`src/sv/shfe_pkg.sv`:
```
`timescale 1ns / 1ps
`default_nettype none
// ----------------------------------------------------------------------------
// shfe_pkg
// Types, constants and helper functions for the syslog header extractor.
// ----------------------------------------------------------------------------
package shfe_pkg;

  localparam int MAX_MSG_LEN = 65535;
  localparam int PRI_WINDOW  = 6;
  localparam int OFF_W       = $clog2(MAX_MSG_LEN + 1);
  localparam int OUT_W       = 16;
  localparam int PRI_W       = 14;
  localparam int PROD_W      = PRI_W + 4;
  localparam int FAC_W       = 5;
  localparam int SEV_W       = 3;
  localparam int FAC_LIMIT   = 24;

  localparam logic [PRI_W-1:0] PRI_CAP       = '1;
  localparam logic [PRI_W-1:0] PRI_FAC_LIMIT = PRI_W'(FAC_LIMIT << SEV_W);
  localparam logic [1:0]       HOST_SPACES   = 2'd3;

  localparam logic [7:0] CH_LT    = 8'h3C;
  localparam logic [7:0] CH_GT    = 8'h3E;
  localparam logic [7:0] CH_COLON = 8'h3A;
  localparam logic [7:0] CH_LBRK  = 8'h5B;
  localparam logic [7:0] CH_SP    = 8'h20;
  localparam logic [7:0] CH_DASH  = 8'h2D;
  localparam logic [7:0] CH_0     = 8'h30;
  localparam logic [7:0] CH_9     = 8'h39;

  typedef enum logic [3:0] {
    PH_START,
    PH_PRI,
    PH_FIRST,
    PH_3164,
    PH_VER,
    PH_TS,
    PH_HOST,
    PH_APP,
    PH_DONE
  } phase_t;

  typedef struct packed {
    logic             vld;
    logic [OFF_W-1:0] at;
  } mark_t;

  typedef struct packed {
    mark_t colon;
    mark_t brk;
  } tagscan_t;

  typedef struct packed {
    logic [OFF_W-1:0] body_start;
    logic [1:0]       space_cnt;
    mark_t            first_end;
    logic [OFF_W-1:0] host_start;
    mark_t            host_stop;
    tagscan_t         tag;
    tagscan_t         fb;
  } trk_t;

  function automatic logic is_digit(logic [7:0] c);
    return (c >= CH_0) && (c <= CH_9);
  endfunction

  function automatic tagscan_t scan_tag(tagscan_t s, logic [OFF_W-1:0] o, logic [7:0] c);
    tagscan_t r;
    r = s;
    if (!s.colon.vld) begin
      if (c == CH_COLON) begin
        r.colon.vld = 1'b1;
        r.colon.at  = o;
      end else if ((c == CH_LBRK) && !s.brk.vld) begin
        r.brk.vld = 1'b1;
        r.brk.at  = o;
      end
    end
    return r;
  endfunction

  function automatic trk_t restart_trk(logic [OFF_W-1:0] start);
    trk_t r;
    r            = '0;
    r.body_start = start;
    return r;
  endfunction

  function automatic trk_t feed_3164(trk_t t, logic [OFF_W-1:0] o, logic [7:0] c);
    trk_t r;
    r = t;
    if (t.space_cnt != HOST_SPACES) begin
      if (t.first_end.vld) begin
        r.fb = scan_tag(t.fb, o, c);
      end
      if (c == CH_SP) begin
        if (t.space_cnt == 2'd0) begin
          r.first_end.vld = 1'b1;
          r.first_end.at  = o;
        end
        r.space_cnt = t.space_cnt + 2'd1;
        if (t.space_cnt == (HOST_SPACES - 2'd1)) begin
          r.host_start = o + OFF_W'(1);
        end
      end
    end else if (!t.host_stop.vld) begin
      if (c == CH_SP) begin
        r.host_stop.vld = 1'b1;
        r.host_stop.at  = o;
      end
    end else begin
      r.tag = scan_tag(t.tag, o, c);
    end
    return r;
  endfunction

endpackage
`default_nettype wire

```
`src/sv/syslog_header_field_extractor.sv`:
```
`timescale 1ns / 1ps
`default_nettype none
// ----------------------------------------------------------------------------
// syslog_header_field_extractor
// Byte-serial syslog header parser (RFC 3164 / RFC 5424).
// ----------------------------------------------------------------------------
// One message byte is taken per cycle, back to back, with no gaps between
// messages, save where an end-of-message byte stalls as told below. Each byte
// passes an input register, then one pass of parse logic updates the
// per-message state; on the byte flagged end_of_message the result is formed
// from that updated state and loaded into the output register.
// The output register decouples the sides: bytes keep flowing while a result
// waits, and only a second end-of-message byte stalls behind an untaken result.
// Offsets saturate at 65535 bytes; later bytes only count for their end mark.
// ----------------------------------------------------------------------------
module syslog_header_field_extractor (
  input  wire logic                      clk,
  input  wire logic                      rst_n,
  input  wire logic                      in_valid,
  output      logic                      in_stall,
  input  wire logic [7:0]                in_data_byte,
  input  wire logic                      in_end_of_message,
  output      logic                      out_valid,
  input  wire logic                      out_stall,
  output      logic                      out_facility_known,
  output      logic [shfe_pkg::FAC_W-1:0] out_facility,
  output      logic [shfe_pkg::SEV_W-1:0] out_severity,
  output      logic                      out_is_rfc5424,
  output      logic                      out_host_found,
  output      logic                      out_host_unknown,
  output      logic [shfe_pkg::OUT_W-1:0] out_host_start,
  output      logic [shfe_pkg::OUT_W-1:0] out_host_length,
  output      logic                      out_source_found,
  output      logic [shfe_pkg::OUT_W-1:0] out_source_start,
  output      logic [shfe_pkg::OUT_W-1:0] out_source_length
);
  import shfe_pkg::*;

  // input register
  logic       s1_vld_r;
  logic [7:0] s1_byte_r;
  logic       s1_eom_r;
  logic       s1_go;
  logic       out_ok;
  logic       in_accept;

  // message state
  phase_t            ph_r, ph_nxt, ph_u;
  logic [OFF_W-1:0]  off_r, off_nxt, off_u;
  logic [PRI_W-1:0]  acc_r, acc_nxt, acc_u;
  logic              seen_r, seen_nxt, seen_u;
  logic              dopen_r, dopen_nxt, dopen_u;
  logic              pok_r, pok_nxt, pok_u;
  trk_t              trk_r, trk_nxt, trk_u;
  logic [OFF_W-1:0]  app_r, app_nxt, app_u;
  logic              hdash_r, hdash_nxt, hdash_u;
  logic              adash_r, adash_nxt, adash_u;

  logic [PROD_W-1:0] prod;
  logic [7:0]        c;
  logic [OFF_W-1:0]  o;
  logic              sp;

  // result
  logic              fk, v5, hf, hu, sf, three;
  logic [OFF_W-1:0]  hs, hl, ss, sl, ts, te, alen;
  mark_t             he, col, br;

  // output register
  logic                   out_valid_r;
  logic                   fk_r, v5_r, hf_r, hu_r, sf_r;
  logic [FAC_W-1:0]       fac_r;
  logic [SEV_W-1:0]       sev_r;
  logic [OUT_W-1:0]       hs_r, hl_r, ss_r, sl_r;

  assign out_ok    = !out_valid_r || !out_stall;
  assign s1_go     = s1_vld_r && (!s1_eom_r || out_ok);
  assign in_stall  = s1_vld_r && !s1_go;
  assign in_accept = in_valid && !in_stall;

  assign c    = s1_byte_r;
  assign o    = off_r;
  assign sp   = (c == CH_SP);
  assign prod = {1'b0, acc_r, 3'b000} + {3'b000, acc_r, 1'b0}
              + PROD_W'(c - CH_0);

  // per-byte parse
  always_comb begin
    ph_u    = ph_r;
    off_u   = off_r;
    acc_u   = acc_r;
    seen_u  = seen_r;
    dopen_u = dopen_r;
    pok_u   = pok_r;
    trk_u   = trk_r;
    app_u   = app_r;
    hdash_u = hdash_r;
    adash_u = adash_r;
    if (off_r < OFF_W'(MAX_MSG_LEN)) begin
      off_u = off_r + OFF_W'(1);
      unique case (ph_r)
        PH_START: begin
          if (c == CH_LT) begin
            ph_u    = PH_PRI;
            dopen_u = 1'b1;
            trk_u   = feed_3164(trk_r, o, c);
          end else if (is_digit(c)) begin
            ph_u = PH_VER;
          end else begin
            ph_u  = PH_3164;
            trk_u = feed_3164(trk_r, o, c);
          end
        end
        PH_PRI: begin
          if (o >= OFF_W'(PRI_WINDOW)) begin
            ph_u  = PH_3164;
            trk_u = feed_3164(trk_r, o, c);
          end else if (c == CH_GT) begin
            pok_u = seen_r;
            trk_u = restart_trk(o + OFF_W'(1));
            ph_u  = PH_FIRST;
          end else begin
            if (dopen_r && is_digit(c)) begin
              acc_u  = (prod > PROD_W'(PRI_CAP)) ? PRI_CAP : prod[PRI_W-1:0];
              seen_u = 1'b1;
            end else begin
              dopen_u = 1'b0;
            end
            trk_u = feed_3164(trk_r, o, c);
          end
        end
        PH_FIRST: begin
          if (is_digit(c)) begin
            ph_u = PH_VER;
          end else begin
            ph_u  = PH_3164;
            trk_u = feed_3164(trk_r, o, c);
          end
        end
        PH_3164: begin
          trk_u = feed_3164(trk_r, o, c);
        end
        PH_VER: begin
          if (sp) ph_u = PH_TS;
        end
        PH_TS: begin
          if (sp) begin
            trk_u.host_start = o + OFF_W'(1);
            ph_u             = PH_HOST;
          end
        end
        PH_HOST: begin
          if (o == trk_r.host_start) hdash_u = (c == CH_DASH);
          if (sp) begin
            trk_u.host_stop.vld = 1'b1;
            trk_u.host_stop.at  = o;
            app_u               = o + OFF_W'(1);
            ph_u                = PH_APP;
          end
        end
        PH_APP: begin
          if (o == app_r) adash_u = (c == CH_DASH);
          if (sp) begin
            trk_u.tag.colon.vld = 1'b1;
            trk_u.tag.colon.at  = o;
            ph_u                = PH_DONE;
          end
        end
        PH_DONE: begin
        end
        default: begin
        end
      endcase
    end
  end

  // result from the updated state
  always_comb begin
    fk    = pok_u && (acc_u < PRI_FAC_LIMIT);
    v5    = (ph_u == PH_VER) || (ph_u == PH_TS) || (ph_u == PH_HOST)
         || (ph_u == PH_APP) || (ph_u == PH_DONE);
    three = (trk_u.space_cnt == HOST_SPACES);
    he    = three ? trk_u.host_stop : trk_u.first_end;
    col   = three ? trk_u.tag.colon : trk_u.fb.colon;
    br    = three ? trk_u.tag.brk   : trk_u.fb.brk;
    ts    = he.at + OFF_W'(1);
    te    = br.vld ? br.at : col.at;
    alen  = trk_u.tag.colon.at - app_u;
    hf    = 1'b0;
    hu    = 1'b0;
    sf    = 1'b0;
    hs    = '0;
    hl    = '0;
    ss    = '0;
    sl    = '0;
    if (v5) begin
      if (trk_u.host_stop.vld) begin
        hf = 1'b1;
        hs = trk_u.host_start;
        hl = trk_u.host_stop.at - trk_u.host_start;
        hu = (hl == OFF_W'(1)) && hdash_u;
      end
      if (trk_u.tag.colon.vld && !((alen == OFF_W'(1)) && adash_u)) begin
        sf = 1'b1;
        ss = app_u;
        sl = alen;
      end
    end else if (he.vld) begin
      hf = 1'b1;
      hs = three ? trk_u.host_start : trk_u.body_start;
      hl = he.at - hs;
      if (col.vld && (te > ts)) begin
        sf = 1'b1;
        ss = ts;
        sl = te - ts;
      end
    end
  end

  always_comb begin
    ph_nxt    = ph_r;
    off_nxt   = off_r;
    acc_nxt   = acc_r;
    seen_nxt  = seen_r;
    dopen_nxt = dopen_r;
    pok_nxt   = pok_r;
    trk_nxt   = trk_r;
    app_nxt   = app_r;
    hdash_nxt = hdash_r;
    adash_nxt = adash_r;
    if (s1_go) begin
      if (s1_eom_r) begin
        ph_nxt    = PH_START;
        off_nxt   = '0;
        acc_nxt   = '0;
        seen_nxt  = 1'b0;
        dopen_nxt = 1'b0;
        pok_nxt   = 1'b0;
        trk_nxt   = restart_trk('0);
        app_nxt   = '0;
        hdash_nxt = 1'b0;
        adash_nxt = 1'b0;
      end else begin
        ph_nxt    = ph_u;
        off_nxt   = off_u;
        acc_nxt   = acc_u;
        seen_nxt  = seen_u;
        dopen_nxt = dopen_u;
        pok_nxt   = pok_u;
        trk_nxt   = trk_u;
        app_nxt   = app_u;
        hdash_nxt = hdash_u;
        adash_nxt = adash_u;
      end
    end
  end

  always_ff @(posedge clk) begin
    if (!rst_n) begin
      s1_vld_r    <= 1'b0;
      out_valid_r <= 1'b0;
      ph_r        <= PH_START;
      off_r       <= '0;
      acc_r       <= '0;
      seen_r      <= 1'b0;
      dopen_r     <= 1'b0;
      pok_r       <= 1'b0;
      trk_r       <= restart_trk('0);
      app_r       <= '0;
      hdash_r     <= 1'b0;
      adash_r     <= 1'b0;
    end else begin
      if (in_accept) begin
        s1_vld_r <= 1'b1;
      end else if (s1_go) begin
        s1_vld_r <= 1'b0;
      end
      if (s1_go && s1_eom_r) begin
        out_valid_r <= 1'b1;
      end else if (!out_stall) begin
        out_valid_r <= 1'b0;
      end
      ph_r    <= ph_nxt;
      off_r   <= off_nxt;
      acc_r   <= acc_nxt;
      seen_r  <= seen_nxt;
      dopen_r <= dopen_nxt;
      pok_r   <= pok_nxt;
      trk_r   <= trk_nxt;
      app_r   <= app_nxt;
      hdash_r <= hdash_nxt;
      adash_r <= adash_nxt;
    end
  end

  always_ff @(posedge clk) begin
    if (in_accept) begin
      s1_byte_r <= in_data_byte;
      s1_eom_r  <= in_end_of_message;
    end
    if (s1_go && s1_eom_r) begin
      fk_r  <= fk;
      fac_r <= fk ? acc_u[SEV_W +: FAC_W] : '0;
      sev_r <= fk ? acc_u[SEV_W-1:0] : '0;
      v5_r  <= v5;
      hf_r  <= hf;
      hu_r  <= hu;
      hs_r  <= OUT_W'(hs);
      hl_r  <= OUT_W'(hl);
      sf_r  <= sf;
      ss_r  <= OUT_W'(ss);
      sl_r  <= OUT_W'(sl);
    end
  end

  assign out_valid          = out_valid_r;
  assign out_facility_known = fk_r;
  assign out_facility       = fac_r;
  assign out_severity       = sev_r;
  assign out_is_rfc5424     = v5_r;
  assign out_host_found     = hf_r;
  assign out_host_unknown   = hu_r;
  assign out_host_start     = hs_r;
  assign out_host_length    = hl_r;
  assign out_source_found   = sf_r;
  assign out_source_start   = ss_r;
  assign out_source_length  = sl_r;

endmodule
`default_nettype wire

```
`config.mk`:
```
export PLATFORM = sky130hd
export DESIGN_NAME = syslog_header_field_extractor
export DESIGN_NICKNAME = d
export VERILOG_FILES = /design/src/sv/shfe_pkg.sv /design/src/sv/syslog_header_field_extractor.sv
export SDC_FILE = /design/constraint.sdc
export NUM_CORES = 1
export LEC_CHECK = 0
export ABC_AREA = 1
export BUFFER_PORTS_ARGS = -buffer_cell sky130_fd_sc_hd__buf_4
export CAP_MARGIN = 20
export CORE_UTILIZATION = 30
export DETAILED_ROUTE_END_ITERATION = 7
export HOLD_SLACK_MARGIN = 0.02
export PLACE_DENSITY = 0.52
export SYNTH_ARGS = -nofsm -noshare
export SYNTH_HDL_FRONTEND = slang
export SYNTH_SLANG_ARGS = --single-unit
```
`constraint.sdc`:
```
create_clock -name clk -period 12.1 [get_ports clk]
set_input_delay 0 -clock clk [delete_from_list [all_inputs] [get_ports clk]]
set_output_delay 0 -clock clk [all_outputs]
set_load 0.1 [all_outputs]
```
==> results_dict.tcl, run 1 <==
set metrics [dict create \
    area_delta_synth_final_pct 13.4 \
    grt_max_degree 118 \
    synth_cell_types 64 \
    drive_above_1_share_pct 9.52 \
    fin_skew_ns 0.0210 \
    grt_use_total_pct 22.1 \
    placementRows 95 \
    grt_overflow 0 \
    io_pins 92 \
    cts_sinks 279 \
    numCtsBuffers 37 \
    post-place-ws_ns 4.07 \
    p_leak_nw 9.77 \
    setup_viol 0 \
    crit_type "reg2reg" \
    antenna_found_initial 0 \
    r2r-start "o[1]" \
    synth_enable_flop_cells 86 \
    rsz0062_at_grt "false" \
    r2r-end "out_source_length[15]" \
    drv_cap 0 \
    ys_seq_elements 279 \
    multi_input_area_mm2 0.0122 \
    reg2reg_depth 35 \
    dieArea_mm2 0.0697 \
    worstPathRequired_ns 12.51 \
    startpoint_type "flop" \
    insertedDiodeCount 0 \
    cts_root_buffer "clkbuf_16" \
    regToRegSetupSlack_ns 3.94 \
    ant_nets 0 \
    final_util_pct 34.6 \
    coreArea_mm2 0.0675 \
    path_common_cell "nand2_1" \
    mostFrequentLayoutCells "nand2_1 (943), inv_1 (318), a21oi_1 (280)" \
    drtIter0Drc 1864 \
    post-route-min-period_ns 8.16 \
    synth_cells 3093 \
    via_per_inst 5.22 \
    peakVddDrop_mv 0.108 \
    gp_congestion 0.977 \
    cts_max_path_buffers 3 \
    final-max-slew-violation-count 0 \
    synth.largest_area_cell "dfxtp_1" \
    start_util_pct 30.5 \
    synth_area_leaders "dfxtp_1 (19%), nand2_1 (17%), edfxtp_1 (13%)" \
    fmax_mhz 123 \
    slew_headroom_pct 27.1 \
    path_max_fanout 40 \
    whs_ns 0.169 \
    vias 21015 \
    crit_path_top_delay_cell "inv_2" \
    finalHoldViolCount 0 \
    fillers 7397 \
    final_nets 3241 \
    drt-total-wl_um 78900 \
    grt_pass1_wl_um 119000 \
    port_buffers 91 \
    hold_path.class "in2reg" \
    drc_errors 0 \
    p_per_area_mw_per_mm2 101 \
    cts_tree "built" \
    first_pass_iters 6 \
    seq_area_mm2 0.00645 \
    avgRoutedWirePerCell_um 19.6 \
    ys_warn_count 0 \
    grt_pass1_vias 19427 \
    total_power_mw 2.35 \
    htreeDepth 2 \
    die_h_um 264 \
    synth-async-reset-ratio_pct 0 \
    cpPeakStageDelay_ns 0.59 \
    ys.flop_type "dfxtp_1" \
    cp.arrival_ns 8.57 \
    ys_seq_area_share_pct 31.3 \
    syn-num-nets 3212 \
    whs_path_depth 2 \
    netlist_area_mm2 0.0206 \
    worst_pin_slew_ns 1.08 \
    insertion_delay_ns 0.57 \
    synth_top_cell_area_share_pct 18.8 \
    layout_commonest_cell "nand2_1" \
    setup-tns-final_ns 0 \
    whs_endpoint "c[7]" \
    dpl.hpwl_um 60000 \
    clk_pin_slew_ns 0.06 \
    timing.final.crit_share_pct 67.4 \
    syn_avg_cell_area_um2 6.66 \
    die-width_um 264 \
    cp-end-kind "flop" \
    hold_path_startpoint "in_data_byte[7]" \
    fin_ws_ns 3.94 \
    outcome "finished, final reports clean" \
]
## logic make-up after synthesis
logic type | synth area share (%)
AND/OR/NAND/NOR | 30.5
AO/OA/AOI/OAI | 18.1
buffers and inverters | 9.50
flip-flops | 31.3
adder cells (fa/ha/maj) | 7.06
XOR/XNOR | 3.23
multiplexers | 0.292
## cell type report
class	instances	share of cell area (%)
Timing Repair Buffer	126	4.28
Inverter	347	5.61
Multi-Input combinational cell	2331	52.2
Clock buffer	47	4.52
Clock inverter	21	1.07
Sequential cell	279	27.6
Tap cell	873	4.68
## per-stage QoR
| stage | cell area [um^2] | std cells |
|---|---|---|
| 2_1_floorplan | 20600 | 3093 |
| 3_3_place_gp | 21900 | 3942 |
| 3_5_place_dp | 21900 | 3942 |
| 4_1_cts | 23300 | 4023 |
| 5_1_grt | 23400 | 4024 |
| 6_report | 23400 | 4024 |
## worst max path at each step
stage                            endpoint  slack (ns)  start  depth (start not counted)
finish              out_source_length[15]        3.94   o[1]                         35
global route        out_source_length[15]        3.32   o[1]                         35
CTS                 out_source_length[15]        4.02   o[1]                         35
detailed placement  out_source_length[15]        4.07   o[1]                         35
global placement    out_source_length[15]        4.19   o[1]                         35
floorplan            out_source_start[12]        7.17   o[0]                         37
## synthesized netlist by cell type, types with 9 or more instances
library cell and count:
fa_1 17, o21ai_0 160, nand4_1 29, o32ai_1 12, inv_1 320, a31oi_1 10
o21ai_1 32, a22oi_1 13, clkbuf_1 81, o22ai_1 71, o31ai_1 15, nand2_2 23
nand3_1 179, nor2_2 9, inv_2 23, ha_1 89, or2_2 26, nand2_1 944
nor2_1 208, a21oi_1 280, nor3_1 30, edfxtp_1 86, xnor2_1 29, buf_2 29
o211ai_1 16, dfxtp_1 193, buf_4 14, xor2_1 47
## critical path: cells and delay by family (launching register included)
kind / cells / cell delay (ns)
compound gates: 4 / 0.83
fa+ha+maj: 3 / 0.89
buf+inv: 6 / 1.85
flops: 1 / 0.58
simple gates: 22 / 3.74
## registers in the layout, indices dropped and copies added, names as in the netlist, 3 cells and up
| name | cells |
|---|---|
| trk_r | 136 |
| app_r | 16 |
| o | 16 |
| out_host_length | 16 |
| out_host_start | 16 |
| out_source_length | 16 |
| out_source_start | 16 |
| acc_r | 14 |
| c | 8 |
| out_facility | 5 |
| ph_r | 4 |
| out_severity | 3 |
## what timing repair did
item	in CTS	in global routing
gates resized for setup	0	0
setup buffers	0	0
endpoints found under the hold margin	20	0
hold buffers	13	0
## metal layers
metal | vias to the layer above | global-route usage [%] | part of all wire [%]
met5 | - | 0 | 0
li1 | 10276 | - | -
met4 | 0 | 7.86 | 3.4
met3 | 128 | 3.09 | 5.9
met1 | 9938 | 30.3 | 46
met2 | 673 | 35.2 | 45
## power by group
part,internal [mW],total [mW],switching (mW)
sequential,0.971,0.977,0.00641
combinational,0.0364,0.183,0.147
clock,0.729,1.19,0.466
Power figures use the tool's default switching activity.
==> run 2: changes to the inputs <==
ABC_AREA = 0   (was 1)
clock period = 7.95 ns   (was 12.1 ns; I/O delays follow)
==> run 2 against run 1 <==
Clock-buffer cell count is 3 higher. Setup slack worse by 3.5 ns. Largest cell class unchanged. Highest routed layer unchanged. Critical path depth is 11 lower. Core utilization is 0.61 points higher. Synthesized area is 7.4% lower.
==> results_dict.tcl, run 2 <==
set metrics [dict create \
    synth-async-reset-ratio_pct 0 \
    timing.final.crit_share_pct 94.4 \
    synth_enable_flop_cells 86 \
    cts_root_buffer "clkbuf_16" \
    pwr-share-comb_pct 6.2 \
    dieArea_mm2 0.0645 \
    synth.largest_area_cell "dfxtp_1" \
    multi_input_area_mm2 0.0117 \
    worst_pin_slew_ns 1.08 \
    grt_overflow 0 \
    startpoint_type "flop" \
    avgRoutedWirePerCell_um 22.8 \
    htreeDepth 2 \
    path_max_fanout 26 \
    io_pins 92 \
    grt_pass1_wl_um 110000 \
    drc_errors 0 \
    total_power_mw 3.45 \
    fmax_mhz 133 \
    layout_commonest_cell "nand2_1" \
    final_cell_area_mm2 0.0222 \
    synth_cell_types 89 \
    ys.flop_type "dfxtp_1" \
    finalHoldViolCount 0 \
    peakVddDrop_mv 0.123 \
    mostFrequentLayoutCells "nand2_1 (234), dfxtp_1 (193), o21ai_0 (190)" \
    cp.arrival_ns 7.88 \
    gp_congestion 0.948 \
    final_util_pct 35.2 \
    synth_common_cells "nand2_1 (236), dfxtp_1 (193), o21ai_0 (191)" \
    syn_avg_cell_area_um2 8.28 \
    ys_warn_count 0 \
    port_buffers 91 \
    power_frac_clock_pct 50.6 \
    numCtsBuffers 37 \
    seq_area_mm2 0.00645 \
    yosysMostFrequentCell "nand2_1" \
    start_util_pct 30.3 \
    grt_max_degree 116 \
    ys_seq_area_share_pct 33.8 \
    cts_sinks 279 \
    dpl.hpwl_um 53700 \
    slew_headroom_pct 28.0 \
    switching_power_mw 0.880 \
    die-width_um 254 \
    fin_ws_ns 0.443 \
    crit_type "reg2reg" \
    die_h_um 254 \
    setup-tns-final_ns 0 \
    regMostFlops "trk_r" \
    antenna_found_initial 0 \
    placed_area_mm2 0.0208 \
    cts_max_path_buffers 3 \
    whs_ns 0.00794 \
    fin_skew_ns 0.0440 \
    largest_reg_flops 136 \
    post-route-min-period_ns 7.51 \
    first_pass_iters 5 \
    final_cells 3233 \
    drt-total-wl_um 73800 \
    vias 18319 \
    p_per_area_mw_per_mm2 155 \
    syn-num-nets 2421 \
    drive_above_1_share_pct 11.3 \
    synth_area_leaders "dfxtp_1 (20%), edfxtp_1 (14%), ha_1 (5.8%)" \
    placed_cells 3154 \
    p_int_mw 2.57 \
    post-place-ws_ns 0.768 \
    swShare_pct 25.5 \
    final_nets 2477 \
    placementRows 92 \
    clk_pin_slew_ns 0.06 \
    setup_viol 0 \
    synth_cells 2302 \
    seqPwrFrac_pct 43.2 \
    cp-end-kind "flop" \
    ant_nets 0 \
    grt_pass1_vias 17302 \
    outcome "finished, final reports clean" \
    worstPathRequired_ns 8.32 \
    synth_top_cell_area_share_pct 20.3 \
    fillers 6521 \
    cts_setup_buffers 0 \
    final-max-slew-violation-count 0 \
    drtIter0Drc 1864 \
    via_per_inst 5.67 \
    insertion_delay_ns 0.59 \
    p_leak_nw 8.39 \
    ys_seq_elements 279 \
    area_delta_synth_final_pct 16.3 \
    hold_path.class "in2reg" \
    netlist_area_mm2 0.0191 \
    rsz0062_at_grt "false" \
    grt_use_total_pct 22.5 \
    coreArea_mm2 0.0630 \
    insertedDiodeCount 0 \
    drv_cap 0 \
    cts_tree "built" \
]
[run 2: cell count changes after synthesis, moves of 36 or more]
cell | previous run | this run
inv_1 | 320 | 79
nand2_1 | 944 | 236
and2_1 | 3 | 79
clkbuf_1 | 81 | 128
nor2_1 | 208 | 143
nor2b_1 | 1 | 105
a32oi_1 | 0 | 36
a21oi_1 | 280 | 142
a21o_1 | 4 | 45
nand3_1 | 179 | 34
a22oi_1 | 13 | 89
[run 2: worst max-delay path: stages, from the launching register on]
cell and delay (ns):
dfxtp_1 0.85, nand3_1 0.35, nor4_2 0.81, a2111oi_2 0.24
or2_2 0.38, a22oi_2 0.31, nor2_2 0.19, or3_1 0.46
o211ai_4 0.15, buf_4 0.31, nand2_1 0.08, o211ai_1 0.09
o21ai_0 0.14, ha_1 0.40, a21o_1 0.15, a21o_1 0.15
a21o_1 0.13, a21oi_1 0.09, o21ai_0 0.35, inv_1 0.09
o21ai_0 0.35, a221oi_1 0.15, or4_1 0.54, buf_4 0.22
o32ai_1 0.28
[run 2: layer usage]
metal	track usage [%]	up-vias	routed length (um)	part of all wire, %
li1	-	8508	-	-
met1	30.3	8899	32200	44
met2	36.2	762	33400	45
met3	3.19	150	5130	7.0
met4	8.78	0	3060	4.1
met5	0	-	0	0
[run 2: final cells by class]
class	count	area share, %
clock inverter	18	0.909
timing repair buffer	176	6.14
clock buffer	50	4.76
inverter	79	1.34
sequential	279	29.1
multi-input combinational	1785	53.0
tap	846	4.78
[run 2: power groups by stage]
| stage | Combinational (mW) | Sequential [mW] | Clock, mW |
|---|---|---|---|
| detailed placement | 0.208 | 1.52 | 0 |
| floorplan | 0.0915 | 1.57 | 0 |
| global route | 0.226 | 1.49 | 1.83 |
| finish | 0.212 | 1.49 | 1.74 |
| CTS | 0.212 | 1.49 | 1.78 |
| global placement | 0.206 | 1.52 | 0 |
[run 2: cell families (layout without fill, tap and decap cells)]
group           Yosys count  in the layout  synth area share (%)
simple gates            774            774                  20.6
flops                   279            279                  33.8
fa+ha+maj               106            106                  7.63
buf+inv                 238            323                  4.90
compound gates          757            757                  26.1
mux                      17             17                 0.912
xor+xnor                131            131                  6.06
[run 2: path summary, 6_finish.rpt]
check              from              endpoint  slack (ns)  depth (start not counted)
max                o[2]  out_source_length[3]        0.44                         24
min               rst_n              s1_vld_r       0.008                          2
max reg2reg        o[2]  out_source_length[3]        0.44                         24
min reg2reg  trk_r[111]            trk_r[111]        0.48                          2
[run 2: what timing repair did]
action                                 in CTS  in global routing
endpoints found under the hold margin      11                  0
resized for setup                           0                  0
hold buffers                               11                  0
==> run 3: changes to the inputs <==
PLACE_DENSITY = 0.5   (was 0.52)
==> run 3 against run 2 <==
First-iteration DRC count decreased by 4.0%. Global-route usage up 0.17 points. Via count is 0.75% lower. Die area is the same. Flip-flop and latch count did not move. Routed wire length increased by 1.1%. Design area increased by 0.77%. Critical endpoint unchanged. Largest cell class unchanged. Highest routed layer unchanged.
==> results_dict.tcl, run 3 (synthesis gave the netlist of run 2 again) <==
set metrics [dict create \
    outcome "finished, final reports clean" \
    final-max-slew-violation-count 0 \
    drt-total-wl_um 74600 \
    final_cell_area_mm2 0.0223 \
    grt_use_total_pct 22.7 \
    die_h_um 254 \
    cts_sinks 279 \
    seq_area_mm2 0.00645 \
    die-width_um 254 \
    hold_path_startpoint "rst_n" \
    drv_cap 0 \
    cts_setup_buffers 0 \
    numCtsBuffers 37 \
    dpl.hpwl_um 54000 \
    whs_endpoint "acc_r[8]" \
    htreeDepth 2 \
    fin_skew_ns 0.0390 \
    cts_root_buffer "clkbuf_16" \
    placementRows 92 \
    placed_area_mm2 0.0209 \
    insertion_delay_ns 0.58 \
    regMostFlops "trk_r" \
    crit_type "reg2reg" \
    area_delta_synth_final_pct 17.2 \
    grt_pass1_vias 17074 \
    drtIter0Drc 1790 \
    layout_commonest_cell "nand2_1" \
    cpPeakStageDelay_ns 0.82 \
    first_pass_iters 5 \
    setup-tns-final_ns 0 \
    worst_pin_slew_ns 1.07 \
    peakVddDrop_mv 0.135 \
    grt_max_degree 111 \
    worstPathRequired_ns 8.34 \
    cts_max_path_buffers 3 \
    path_max_fanout 60 \
    largest_reg_flops 136 \
    drive_above_1_share_pct 11.7 \
    clk_pin_slew_ns 0.06 \
    mostFrequentLayoutCells "nand2_1 (234), dfxtp_1 (193), o21ai_0 (190)" \
    post-route-min-period_ns 7.30 \
    r2r-end "out_source_length[3]" \
    via_per_inst 5.61 \
    finalHoldViolCount 0 \
    cp.arrival_ns 7.70 \
    port_buffers 91 \
    timing.final.crit_share_pct 91.9 \
    dieArea_mm2 0.0645 \
    multi_input_area_mm2 0.0118 \
    insertedDiodeCount 0 \
    start_util_pct 30.3 \
    grt_overflow 0 \
    reg2reg_depth 25 \
    grt_pass1_wl_um 111000 \
    drc_errors 0 \
    io_pins 92 \
    setup_viol 0 \
    slew_headroom_pct 28.8 \
    cp-end-kind "flop" \
    crit_path_top_delay_cell "or4_1" \
    rsz0062_at_grt "false" \
    p_per_area_mw_per_mm2 161 \
    antenna_found_initial 0 \
    hold_path.class "in2reg" \
    fmax_mhz 137 \
    regToRegSetupSlack_ns 0.65 \
    whs_path_depth 2 \
    startpoint_type "flop" \
    gp_congestion 0.950 \
    coreArea_mm2 0.0630 \
    p_leak_nw 8.50 \
    ant_nets 0 \
    cts_tree "built" \
    fillers 6493 \
    avgRoutedWirePerCell_um 23.0 \
    vias 18182 \
    r2r-start "c[4]" \
    final_nets 2485 \
]
## run 3: cell types whose count changed in the layout (fill, tap and decap cells not counted), moves of 2 or more
| cell | change |
|---|---|
| buf_4 | +8 |
| bufinv_16 | +6 |
| clkbuf_1 | -4 |
| clkbuf_8 | -3 |
| clkinv_1 | +2 |
| clkinv_2 | +2 |
| clkinv_4 | +2 |
| clkinvlp_4 | -3 |
## run 3: what timing repair did
item,in CTS,in global routing
gates resized for setup,0,0
hold buffers,11,0
hold endpoints to repair,20,0
## run 3: final cells by class
cell class	instances	share of cell area, %
flip-flops and latches	279	28.9
clock buffers	42	4.36
clock inverters	26	1.74
multi-input cells	1785	52.6
inverters	79	1.33
well taps	846	4.74
repair buffers	184	6.35
## run 3: stage by stage
step	worst slack [ns]	hold WS (ns)	utilization (%)	std cells	power, mW
4_1_cts	0.766	0.0500	35.5	3241	3.64
5_1_grt	0.157	0.117	35.5	3241	3.70
3_3_place_gp	0.953	0.180	33.1	3161	1.73
3_5_place_dp	0.839	0.184	33.1	3162	1.73
2_1_floorplan	1.60	0.0989	-	2302	1.66
6_report	0.645	0.0408	35.5	3241	3.60
## run 3: report_power, final
group | switching (mW) | internal [mW]
clock | 0.716 | 1.18
sequential | 0.0130 | 1.48
combinational | 0.160 | 0.0512
## run 3: critical path, delay by kind of cell (launching register included)
| family | cells | cell delay, ns |
|---|---|---|
| fa+ha+maj | 2 | 0.74 |
| flops | 1 | 0.49 |
| simple gates | 8 | 2.88 |
| compound gates | 12 | 2.41 |
| buf+inv | 3 | 0.58 |
## run 3: layer usage
layer  vias to the layer above  GRT usage [%]  wire length (um)
li1                       8511              -                 -
met4                         0           7.35              2300
met2                       721           37.0             34400
met1                      8835           30.7             33300
met3                       115           3.13              4620
met5                         -              0                 0
## run 3: worst max path at each step
stage / start / cells after the start / to / slack [ns]
3_3_place_gp: c[4] / 24 / out_source_length[3] / 0.95
4_1_cts: c[4] / 24 / out_source_length[3] / 0.77
6_report: c[4] / 25 / out_source_length[3] / 0.65
5_1_grt: c[4] / 24 / out_source_length[3] / 0.16
2_1_floorplan: o[0] / 31 / out_source_length[0] / 1.60
3_5_place_dp: c[4] / 24 / out_source_length[3] / 0.84
